[src/rtl/core/log_linear_table_interpolator_core_assert.svh]
// Assertion macros for the interpolator core.
`ifndef LOG_LINEAR_TABLE_INTERPOLATOR_CORE_ASSERT_SVH
`define LOG_LINEAR_TABLE_INTERPOLATOR_CORE_ASSERT_SVH

`ifndef SYNTHESIS
`define LLTI_ASSERT_IMP(lbl, clk, rstn, ante, cons) \
  lbl: assert property (@(posedge clk) disable iff (!rstn) (ante) |-> (cons)) \
    else $error("llti assertion failed");
`define LLTI_ASSERT_NXT(lbl, clk, rstn, ante, cons) \
  lbl: assert property (@(posedge clk) disable iff (!rstn) (ante) |=> (cons)) \
    else $error("llti assertion failed");
`else
`define LLTI_ASSERT_IMP(lbl, clk, rstn, ante, cons)
`define LLTI_ASSERT_NXT(lbl, clk, rstn, ante, cons)
`endif

`endif

[src/rtl/core/llti_mul.sv]
`default_nettype none

module llti_mul (
  input  wire         clk_i,
  input  wire  [31:0] a_i,
  input  wire  [31:0] b_i,
  output logic [63:0] p_o
);
  logic [63:0] p_q;

  always_ff @(posedge clk_i) begin
    p_q <= {32'd0, a_i} * {32'd0, b_i};
  end

  assign p_o = p_q;

endmodule

`default_nettype wire
[config.mk]
export PLATFORM = sky130hd
export DESIGN_NAME = llti_mul
export DESIGN_NICKNAME = d
export VERILOG_FILES = /design/src/rtl/core/log_linear_table_interpolator_core_assert.svh /design/src/rtl/core/llti_mul.sv
export SDC_FILE = /design/constraint.sdc
export NUM_CORES = 2
export LEC_CHECK = 0
export BUFFER_PORTS_ARGS = -buffer_cell sky130_fd_sc_hd__buf_2
export CAP_MARGIN = 30
export CELL_PAD_IN_SITES_DETAIL_PLACEMENT = 1
export CELL_PAD_IN_SITES_GLOBAL_PLACEMENT = 1
export CORE_AREA = 10 10 326 328
export CTS_CLUSTER_DIAMETER = 40
export CTS_CLUSTER_SIZE = 8
export DETAILED_ROUTE_END_ITERATION = 8
export DIE_AREA = 0 0 336 338
export GPL_ROUTABILITY_DRIVEN = 1
export HOLD_SLACK_MARGIN = 0.1
export PLACE_DENSITY = 0.72
export RECOVER_POWER = 50
export SETUP_SLACK_MARGIN = 0.5
export SLEW_MARGIN = 20
export SYNTH_ARGS = -nofsm -noshare
export SYNTH_HDL_FRONTEND = slang
export SYNTH_SLANG_ARGS = --single-unit
[constraint.sdc]
create_clock -name clk_i -period 6.6 [get_ports clk_i]
set_input_delay 0.33 -clock clk_i [delete_from_list [all_inputs] [get_ports clk_i]]
set_output_delay 0.33 -clock clk_i [all_outputs]
set_load 0.01 [all_outputs]
==> summary.md <==
| Metric | Value |
|---|---|
| Status | `finished with violations` |
| Failing checks | `negative setup slack` |
| Initial drt markers | `1,276` |
| Design area | `43,600 sq um` |
| Top cell type by total area after synthesis | `fa_1` |
| EDFF count, synth | `0` |
| PortBufs | `128` |
| TritonCTS Sinks | `64` |
| Slew HR | `29.1%` |
| Initial antenna violation count | `2` |
| CP max FO | `8` |
| Total number of vias | `27,400` |
| Global-route wire length before repair | `183,000 um` |
| Final Hold Fails | `0` |
| Drt first pass iters | `5` |
| DRC viols | `0` |
| Critical Setup Path Class | `input pin to register` |
| Io pins | `129` |
| CP Capture Type | `register` |
| Count of final setup violators | `27` |
| Via-to-Cell Ratio | `4.98` |
| # diodes | `0` |
| Die area | `114,000 sq um` |
| CTS buffer count | `9` |
| ANT nets after route | `0` |
| Top cells by count, synth | `fa_1 (896), inv_1 (865), and2_1 (602)` |
| P&R area growth vs syn | `25.7%` |
| Placed Instances | `5,385` |
| Fin. max-slew vios | `0` |
| RD Place Congestion | `0.870` |
| Vias in the first global route | `32,300` |
| Fin worst setup slack | `-0.438 ns` |
| Syn Std Cell Area | `34,700 sq um` |
| RSZ-0062 raised after global routing | `yes` |
| Seq/Total Area, Yosys | `3.69%` |
| Gr usage total | `21.0%` |
| Netlist cell types | `57` |
| Maximum clock rate | `142 MHz` |
| Req. time, crit path | `6.87 ns` |
| Ys async rst share | `0%` |
| Max FFs per register | `64` |
| Pre-CTS setup slack | `-1.11 ns` |
| Main synth FF type | `dfxtp_1` |
| Pin count of the biggest net entering global routing | `28` |
| DR WL/cell | `22.4 um` |
| Post-Syn Instances | `3,748` |
| Period utilization | `107%` |
| Layout cells sized above 1 | `23.7%` |
| GR Overflow Total | `0` |
| Core area | `99,600 sq um` |
| Mapped Avg Cell Area | `9.25 sq um` |
| Crit path arrival time | `7.31 ns` |
| CTS tree | `done` |
| Worst slew pin tran | `1.06 ns` |
| Worst setup SP type | `input pin` |
| Area after DPL | `39,800 sq um` |
| Die Ht | `338 um` |
| Worst-path clk slew | `0.07 ns` |
| Syn nets | `4,972` |
| Synth Register Bits | `64` |
| Max-Cap Viols | `0` |
| YS warnings | `0` |
| H-Tree Depth | `3` |
| CTS Buffer Depth | `2` |
| Die Width | `336 um` |
| Starting Density | `34.8%` |
| Share of the synthesized area in the top cell type | `51.7%` |
| Finished Layout Cells | `5,493` |
| Final core utilization | `43.8%` |
| Row count | `116` |
| Nets@finish | `5,415` |
| Synth top area cells | `fa_1 (52%), and2_1 (11%), ha_1 (9.5%)` |
| Clock root cell | `clkbuf_16` |
| Most numerous cell in the Yosys netlist | `fa_1` |
| Hold Buf Count CTS | `0` |
| Hold crit path type | `input pin to register` |
| Final wirelength | `123,000 um` |
| Post-layout min period | `7.04 ns` |
| Hold path depth | `4` |
| Final HPWL DP | `97,500 um` |
==> layout by cell type (no fill, tap or decap), types with 9 or more instances in the layout <==
master / Yosys / final
ha_1: 263 / 220
buf_4: 0 / 414
nand2_1: 480 / 458
inv_1: 865 / 822
fa_1: 896 / 818
buf_16: 0 / 10
buf_8: 0 / 14
xnor2_2: 0 / 12
nor2_1: 20 / 15
and2_4: 0 / 60
and2_1: 602 / 542
dfxtp_1: 64 / 64
clkbuf_1: 213 / 50
xor2_1: 25 / 21
o21bai_1: 10 / 9
xnor2_1: 35 / 21
buf_12: 0 / 42
nand2_2: 0 / 13
buf_6: 0 / 90
a21oi_4: 0 / 17
ha_4: 0 / 42
nand4_1: 23 / 23
nand2_4: 0 / 9
clkbuf_16: 0 / 14
a21oi_1: 63 / 28
o21ai_2: 0 / 13
a21oi_2: 3 / 21
fa_2: 0 / 78
and3_1: 14 / 13
a21o_1: 40 / 39
buf_2: 6 / 24
inv_2: 0 / 42
==> kinds of logic (layout without fill, tap and decap cells) <==
logic type                 Yosys count  in the layout  synth area share [%]
AOI/OAI and AO/OA                  202            202                  4.15
xor gates and xnor gates            60             60                  1.52
adders and majority gates         1159           1159                  61.2
buffers and inverters             1085           1532                  11.8
DFF                                 64             64                  3.69
muxes                                1              1                0.0289
and+or+nand+nor                   1177           1177                  17.6
==> what timing repair did <==
| action | CTS | global route |
|---|---|---|
| gates cloned | 8 | 5 |
| setup endpoints to repair | 49 | 48 |
| gates resized for setup | 378 | 251 |
| buffers inserted | 45 | 35 |
| pin swaps | 213 | 194 |
==> routing by layer <==
layer	wire length [um]	part of all wire, %	global-route usage [%]	up-vias
li1	-	-	-	11700
met1	44100	36	22.6	14700
met2	68000	55	40.7	653
met3	3760	3.1	1.89	302
met4	7150	5.8	9.95	0
met5	0	0	0	-
==> layout make-up <==
cell class | instances | area [sq um]
clock buffer | 10 | 239
clock inverter | 5 | 81.3
fill | 11300 | 56000
inverter | 865 | 3250
multi-input combinational | 2599 | 31100
sequential | 64 | 1280
tap | 1298 | 1620
timing repair buffer | 652 | 5950
==> stage by stage <==
step | TNS [ns] | hold WS [ns]
6_report | -6.38 | 0.652
3_3_place_gp | -24.78 | 0.732
3_5_place_dp | -30.66 | 0.728
2_1_floorplan | -1.43 | 0.457
4_1_cts | -3.31 | 0.628
5_1_grt | -10.56 | 0.661
==> final timing paths <==
kind                          end  slack, ns    start
setup / recovery  p_o[58]$_DFF_P_      -0.44  a_i[13]
hold / removal     p_o[0]$_DFF_P_       0.65   a_i[0]
==> worst max-delay path, cell delays in order <==
cell       delay, ns
buf_12          0.12
buf_12          0.14
buf_12          0.14
and2_4          0.14
fa_1            0.47
fa_1            0.52
inv_2           0.05
fa_2            0.50
fa_1            0.53
inv_2           0.05
fa_1            0.52
fa_1            0.62
fa_2            0.47
fa_1            0.53
ha_4            0.29
nand4_1         0.18
or4_4           0.47
a2bb2oi_2       0.18
o211a_1         0.15
a31oi_1         0.20
buf_4           0.17
a31o_4          0.18
a211oi_4        0.07
buf_4           0.15
xnor2_2         0.12
Power is not shown: default switching activity piles up to over one toggle a cycle in this logic, so the estimate is an artifact.
